[config.mk]
export PLATFORM = sky130hd
export DESIGN_NAME = circle_packing_radius
export DESIGN_NICKNAME = d
export VERILOG_FILES = /design/src/hdl/cpr_pkg.sv /design/src/hdl/cpr_isqrt.sv /design/src/hdl/circle_packing_radius.sv
export SDC_FILE = /design/constraint.sdc
export NUM_CORES = 2
export LEC_CHECK = 0
export BUFFER_PORTS_ARGS = -buffer_cell sky130_fd_sc_hd__buf_2
export CORE_MARGIN = 10
export CORE_UTILIZATION = 44
export CTS_BUF_LIST = sky130_fd_sc_hd__clkbuf_8
export DETAILED_ROUTE_END_ITERATION = 10
export HOLD_SLACK_MARGIN = 0.06
export PLACE_DENSITY = 0.67
export SLEW_MARGIN = 20
export SYNTH_ARGS = -nofsm -noshare
export SYNTH_HDL_FRONTEND = slang
export SYNTH_HIERARCHICAL = 1
export SYNTH_SLANG_ARGS = --single-unit
[constraint.sdc]
create_clock -name clk -period 12.15 [get_ports clk]
set_input_delay 1.215 -clock clk [delete_from_list [all_inputs] [get_ports clk]]
set_output_delay 1.215 -clock clk [all_outputs]
set_load 0.005 [all_outputs]
[src/hdl/cpr_pkg.sv]
package cpr_pkg;

  localparam int COORD_W          = 10;
  localparam int COORD_WIDE_W     = 16;
  localparam int MAXR_W           = 10;
  localparam int RADIUS_W         = 11;
  localparam int RADIUS_LIMIT     = 1023;
  localparam logic [MAXR_W-1:0] MAX_RADIUS_RESET = 10'd150;

  typedef struct packed {
    logic [COORD_W-1:0] center_x;
    logic [COORD_W-1:0] center_y;
  } in_item_t;

  typedef struct packed {
    logic signed [RADIUS_W-1:0] radius;
    logic                       store_full;
  } out_item_t;

endpackage

[src/hdl/cpr_isqrt.sv]
// Pipelined integer square root, one root bit resolved per stage.
// Accepts one value per cycle; each value passes an input register and then the stage registers before out_valid.
module cpr_isqrt #(
  parameter int RB    = 11,
  parameter int TAG_W = 11
) (
  input  logic              clk,
  input  logic              rst_n,
  input  logic              in_valid,
  input  logic [2*RB-1:0]   in_value,
  input  logic [TAG_W-1:0]  in_tag,
  output logic              out_valid,
  output logic [RB-1:0]     out_root,
  output logic [TAG_W-1:0]  out_tag,
  output logic              pipe_busy
);

  logic [2*RB-1:0]  rem_r  [RB+1];
  logic [RB-1:0]    root_r [RB+1];
  logic [TAG_W-1:0] tag_r  [RB+1];
  logic [RB:0]      vld_r;

  always_ff @(posedge clk) begin
    if (!rst_n) begin
      vld_r[0] <= 1'b0;
    end else begin
      vld_r[0] <= in_valid;
    end
  end

  always_ff @(posedge clk) begin
    rem_r[0]  <= in_value;
    root_r[0] <= '0;
    tag_r[0]  <= in_tag;
  end

  for (genvar j = 0; j < RB; j++) begin : g_stage
    localparam int K = RB - 1 - j;
    logic [2*RB-1:0] inc;

    // (2*root + 2^K) * 2^K; root only has bits above K here
    assign inc = ({{RB{1'b0}}, root_r[j]} << (K + 1)) | ((2*RB)'(1) << (2 * K));

    always_ff @(posedge clk) begin
      if (!rst_n) begin
        vld_r[j+1] <= 1'b0;
      end else begin
        vld_r[j+1] <= vld_r[j];
      end
    end

    always_ff @(posedge clk) begin
      tag_r[j+1] <= tag_r[j];
      if (rem_r[j] >= inc) begin
        rem_r[j+1]  <= rem_r[j] - inc;
        root_r[j+1] <= root_r[j] | (RB'(1) << K);
      end else begin
        rem_r[j+1]  <= rem_r[j];
        root_r[j+1] <= root_r[j];
      end
    end
  end

  assign out_valid = vld_r[RB];
  assign out_root  = root_r[RB];
  assign out_tag   = tag_r[RB];
  assign pipe_busy = |vld_r;

endmodule

[src/hdl/circle_packing_radius.sv]
// Greedy circle packing radius chooser. Pulse start with a centre while busy is low; the
// result appears on out_data for exactly one cycle with out_valid high and cannot be
// stalled, so the receiver must take it then. The result strobe comes when the block is
// idle again, so a new start can already be accepted alongside it. The time an item takes
// is set by the scan: one read of the circle memory per stored circle, streamed through
// subtract and square registers and a COORD_BITS+1 stage square-root pipeline. max_radius
// may be written through cfg_* whenever busy is low (cfg_ready).
// Once CAPACITY circles are stored, results still come out but store_full is set and the
// circle is dropped. Only reset empties the store.
module circle_packing_radius
  import cpr_pkg::*;
#(
  parameter int CAPACITY   = 16,
  parameter int COORD_BITS = 10
) (
  input  logic              clk,
  input  logic              rst_n,
  input  logic              start,
  output logic              busy,
  input  in_item_t          in_data,
  output logic              out_valid,
  output out_item_t         out_data,
  input  logic              cfg_valid,
  output logic              cfg_ready,
  input  logic [MAXR_W-1:0] cfg_data
);

  localparam int C  = COORD_BITS;
  localparam int RB = C + 1;
  localparam int FW = ((RB > RADIUS_W) ? RB : RADIUS_W) + 2;
  localparam int CW = $clog2(CAPACITY + 1);
  localparam int AW = (CAPACITY > 1) ? $clog2(CAPACITY) : 1;
  localparam int MW = 2 * C + RADIUS_W;

  localparam logic ST_IDLE = 1'b0;
  localparam logic ST_SCAN = 1'b1;

  localparam logic signed [FW-1:0] LIM_HI = FW'(RADIUS_LIMIT);
  localparam logic signed [FW-1:0] LIM_LO = -LIM_HI;

  logic                       state_r, state_nxt;
  logic [CW-1:0]              count_r;
  logic [CW-1:0]              issue_r;
  logic [MAXR_W-1:0]          max_radius_r;
  logic [C-1:0]               cx_r, cy_r;
  logic signed [FW-1:0]       best_r;
  logic                       out_valid_r;
  out_item_t                  out_data_r;

  logic [MW-1:0]              mem [CAPACITY];
  logic [MW-1:0]              rd_data_r;
  logic                       s1_vld_r, s2_vld_r, s3_vld_r;
  logic [C-1:0]               dx_r, dy_r;
  logic [RADIUS_W-1:0]        rad2_r, rad3_r;
  logic [2*C-1:0]             sqx_r, sqy_r;

  logic                       accept, rd_en, done, full, sq_busy, sq_vld;
  logic [COORD_WIDE_W-1:0]    in_x_wide, in_y_wide;
  logic [C-1:0]               in_x, in_y, rd_x, rd_y;
  logic [RADIUS_W-1:0]        rd_rad, sq_tag;
  logic [2*RB-1:0]            dist_sq;
  logic [RB-1:0]              sq_root;
  logic signed [FW-1:0]       fit, best_clamped;
  logic signed [RADIUS_W-1:0] radius_out;

  assign accept = start && (state_r == ST_IDLE);
  assign rd_en  = (state_r == ST_SCAN) && (issue_r != count_r);
  assign done   = (state_r == ST_SCAN) && !rd_en && !s1_vld_r && !s2_vld_r && !s3_vld_r
                  && !sq_busy;
  assign full   = (count_r == CW'(CAPACITY));

  // coordinate bits above COORD_BITS are dropped
  assign in_x_wide = {{(COORD_WIDE_W-COORD_W){1'b0}}, in_data.center_x};
  assign in_y_wide = {{(COORD_WIDE_W-COORD_W){1'b0}}, in_data.center_y};
  assign in_x      = in_x_wide[C-1:0];
  assign in_y      = in_y_wide[C-1:0];

  assign rd_x   = rd_data_r[MW-1 -: C];
  assign rd_y   = rd_data_r[RADIUS_W +: C];
  assign rd_rad = rd_data_r[RADIUS_W-1:0];

  assign dist_sq = {2'b00, sqx_r} + {2'b00, sqy_r};

  assign fit = $signed({{(FW-RB){1'b0}}, sq_root})
             - $signed({{(FW-RADIUS_W){sq_tag[RADIUS_W-1]}}, sq_tag});

  always_comb begin
    if (best_r > LIM_HI) begin
      best_clamped = LIM_HI;
    end else if (best_r < LIM_LO) begin
      best_clamped = LIM_LO;
    end else begin
      best_clamped = best_r;
    end
  end
  assign radius_out = best_clamped[RADIUS_W-1:0];

  always_comb begin
    state_nxt = state_r;
    case (state_r)
      ST_IDLE: begin
        if (accept) state_nxt = ST_SCAN;
      end
      ST_SCAN: begin
        if (done) state_nxt = ST_IDLE;
      end
      default: state_nxt = ST_IDLE;
    endcase
  end

  always_ff @(posedge clk) begin
    if (!rst_n) begin
      state_r      <= ST_IDLE;
      count_r      <= '0;
      issue_r      <= '0;
      max_radius_r <= MAX_RADIUS_RESET;
      out_valid_r  <= 1'b0;
      s1_vld_r     <= 1'b0;
      s2_vld_r     <= 1'b0;
      s3_vld_r     <= 1'b0;
    end else begin
      state_r     <= state_nxt;
      out_valid_r <= done;
      s1_vld_r    <= rd_en;
      s2_vld_r    <= s1_vld_r;
      s3_vld_r    <= s2_vld_r;
      if (cfg_valid && cfg_ready) max_radius_r <= cfg_data;
      if (accept) begin
        issue_r <= '0;
      end else if (rd_en) begin
        issue_r <= issue_r + CW'(1);
      end
      if (done && !full) count_r <= count_r + CW'(1);
    end
  end

  // circle store: read while scanning, written once when the item finishes unless the store is full
  always_ff @(posedge clk) begin
    if (rd_en) rd_data_r <= mem[issue_r[AW-1:0]];
    if (done && !full) mem[count_r[AW-1:0]] <= {cx_r, cy_r, radius_out};
  end

  always_ff @(posedge clk) begin
    if (accept) begin
      cx_r   <= in_x;
      cy_r   <= in_y;
      best_r <= $signed({{(FW-MAXR_W){1'b0}}, max_radius_r});
    end else if (sq_vld && (fit < best_r)) begin
      best_r <= fit;
    end
    dx_r   <= (cx_r > rd_x) ? cx_r - rd_x : rd_x - cx_r;
    dy_r   <= (cy_r > rd_y) ? cy_r - rd_y : rd_y - cy_r;
    rad2_r <= rd_rad;
    sqx_r  <= dx_r * dx_r;
    sqy_r  <= dy_r * dy_r;
    rad3_r <= rad2_r;
    if (done) begin
      out_data_r.radius     <= radius_out;
      out_data_r.store_full <= full;
    end
  end

  cpr_isqrt #(
    .RB    (RB),
    .TAG_W (RADIUS_W)
  ) u_isqrt (
    .clk       (clk),
    .rst_n     (rst_n),
    .in_valid  (s3_vld_r),
    .in_value  (dist_sq),
    .in_tag    (rad3_r),
    .out_valid (sq_vld),
    .out_root  (sq_root),
    .out_tag   (sq_tag),
    .pipe_busy (sq_busy)
  );

  assign busy      = (state_r == ST_SCAN);
  assign cfg_ready = (state_r == ST_IDLE);
  assign out_valid = out_valid_r;
  assign out_data  = out_data_r;

endmodule

==> impl_results.md <==
- H-Tree Depth: 4
- Syn Inst Count: approximately 3300
- Vias: roughly 26000
- Largest stage delay, worst path: 0.56 ns
- EDFF count, synth: 569
- Congestion Overflow GR: 0
- Nets: 3857
- Worst flop-to-flop path endpoint: sqy_r[17]
- Worst-path fanout max: 11
- DRT antenna net count: 0
- Top post-synthesis cells by area: edfxtp_1 37%, dfxtp_1 24%, mux4_2 7.5%
- Post-synthesis sequential area ratio: 60.74%
- Cell Rows: 119
- Dpl hpwl: roughly 60 mm
- WP data arrival: 6.04 ns
- Core ar.: 105300 um^2
- Number of global-route vias before repair: 25750
- Top-count cell post-synth: edfxtp_1
- Worst Reg2Reg Path Length in Cells: 19
- Worst Tran Pin Value: 1.092 ns
- Initial cell density of the core: 44.25%
- Synth warn: 6
- Initial drt markers: approximately 1500
- Die ar.: 119300 um^2
- Area delta synth->final: 10.87%
- Post-route DRC: 0
- CP endpoint kind: register
- Clock skew: around 0.035 ns
- CTS resizes: 0
- Clock buffer depth: 3
- Cell count along the critical path: 19
- DIE WIDTH: 345.4 um
- Cell area after synthesis: 46590 um^2
- Status: complete, no violations
- Layout cells sized above 1: 14.92%
- RSZ-0062 raised after global routing: false
- Period Utilization, post-route: 43.85%
- Sink Count: 1129
- Hold Buf Count CTS: 0
- First-pass GRT wire length: around 140 mm
- Largest net degree at the start of global routing: 91
- TNS Setup: 0 ns
- Normalized max-slew margin: 26.54%
- Tmin final: 5.328 ns
- MaxCap Viol Count: 0
- Top cell by count, worst path: inv_1
- CTS tree: built
- Root Buffer: clkbuf_8
- CP Launch Type: register
- Setup slack, reg-to-reg: 6.82 ns
- Synth top cells by count: 569 x edfxtp_1, 560 x dfxtp_1, 329 x inv_1
- Fin. max-slew vios: 0
- Gpl congestion: ~0.84
- Final hold vios: 0
- Post-synthesis register bit count: 1129
- Clk_lat worst skew: 0.81 ns
- Synthesized net count: 3707
- Wirelength, routed: 91.68 mm
- Synthesized area per cell: ~14 um^2
- DR pass1 iterations: 5
- Post-synth cell types: 93
- Synth top area share: 36.68%
- Hold Crit Depth: 0
- Port-buffer cells: between 40 and 50
- Family with the most delay on the worst path: adder cells
- Total Routing Usage GR: 15.24%
- Final Setup Violations: 0
- Die Ht: 345.4 um
- # IOs: 49
- CP Class: reg2reg
- Post-synthesis async set-or-reset flop share: 0%
- CP bufs+invs: 5
- Clock transition at the registers of the reported paths: 0.07 ns
- Post-CTS setup buffer count: 0
- Hold Startpoint: u_isqrt/tag_r[1][14]
- Top FF cell, synth: edfxtp_1
- CP Cell Sequence: nand2_1 > fa_1 > inv_1 > ha_1 > inv_1 > fa_1 > inv_1 > fa_1 > inv_1 > fa_1 > inv_1 > ha_1 > and2_1 > a221oi_1 > o21ai_1 > a21oi_1 > a21oi_1 > a211oi_1 > xnor2_1
- CP required: 12.86 ns
- Min-Delay Path Class: reg2reg
- Vias per cell: 5.111
- RR Startpoint: dy_r[6]
- Synth area leader: edfxtp_1
- WL/cell: 18.37 um
- Slowest cell on crit path: dfxtp_1
- Max Clk Rate: 0.1877 GHz
- Initial antenna violation count: 3
- Hold EP: u_isqrt/tag_r[1][25]
- Cts bufs inserted: 168
==> worst max path at each step <==
| stage | slack (ns) | to | startpoint |
|---|---|---|---|
| 4_1_cts | 6.79 | sqy_r[17] | dy_r[6] |
| 6_report | 6.82 | sqy_r[17] | dy_r[6] |
| 3_3_place_gp | 6.97 | sqy_r[17] | dy_r[6] |
| 5_1_grt | 6.40 | sqy_r[17] | dy_r[6] |
| 3_5_place_dp | 6.88 | sqy_r[17] | dy_r[6] |
| 2_1_floorplan | 7.19 | sqx_r[16] | dx_r[0] |
==> per-layer routing <==
metal	up-vias	track usage, %	share of wire (%)
met3	125	2.734	5.5
met1	12570	20.16	44
met4	0	4.881	2.0
met2	648	25.20	49
li1	12170	-	-
met5	-	0	0
==> area by class of cell <==
type | count | area [um^2]
flip-flops and latches | 1129 | 28310
diodes | 3 | 7.507
clock inverters | 98 | 521.8
inverters | 329 | 1235
well taps | 1391 | 1740
clock buffers | 200 | 2753
fillers | 8967 | 53620
repair buffers | 78 | 478.0
multi-input cells | 1764 | 16610
==> state kept, by name (all words and copies together), names as in the netlist, 12 cells and up <==
signal	count
sqx_r	19
out_data	12
rd_data_r	31
best_r	13
u_isqrt/tag_r	132
sqy_r	19
u_isqrt/root_r	66
mem	496
u_isqrt/rem_r	242
==> cells by family (layout without fill, tap and decap cells) <==
kind of cell             count (synthesis)  count (layout)  share of synthesized area, %
AO/OA/AOI/OAI                          377             377                         5.455
XOR/XNOR                               172             172                         3.250
adder cells (fa/ha/maj)                353             353                         11.08
buffers and inverters                  427             705                         3.685
flip-flops                            1129            1129                         60.74
multiplexers                           194             194                         8.366
other                                    1               4                      0.008050
AND/OR/NAND/NOR                        667             667                         7.418
==> per-stage QoR <==
| step | area (um^2) | util, % | setup slack, ns | instances | hold WS (ns) |
|---|---|---|---|---|---|
| 2_1_floorplan | 46590 | - | 7.192 | 3320 | 0.3096 |
| 3_3_place_gp | 48350 | 45.93 | 6.969 | 4691 | 0.3097 |
| 3_5_place_dp | 48360 | 45.94 | 6.880 | 4691 | 0.3121 |
| 4_1_cts | 51630 | 49.05 | 6.787 | 4989 | 0.3097 |
| 5_1_grt | 51650 | 49.06 | 6.398 | 4992 | 0.3122 |
| 6_report | 51650 | 49.06 | 6.822 | 4992 | 0.3129 |
==> placed cells by master (no fill, tap or decap), types with 32 or more instances in the layout <==
master and instances:
o21ai_0 83, clkbuf_8 200, xnor2_1 90, xor2_1 81, a21oi_1 88, nand3_1 36, edfxtp_1 569, nor4_1 32
ha_1 254, nor2b_1 35, inv_1 395, nor2_1 126, buf_2 48, dfxtp_1 556, and2_1 79, nor3_1 35
nand2_1 177, mux4_2 155, fa_1 99
Power is left out: the tool's default activity adds up to more than one toggle a clock period on the data nets, which glitch-free logic cannot reach.
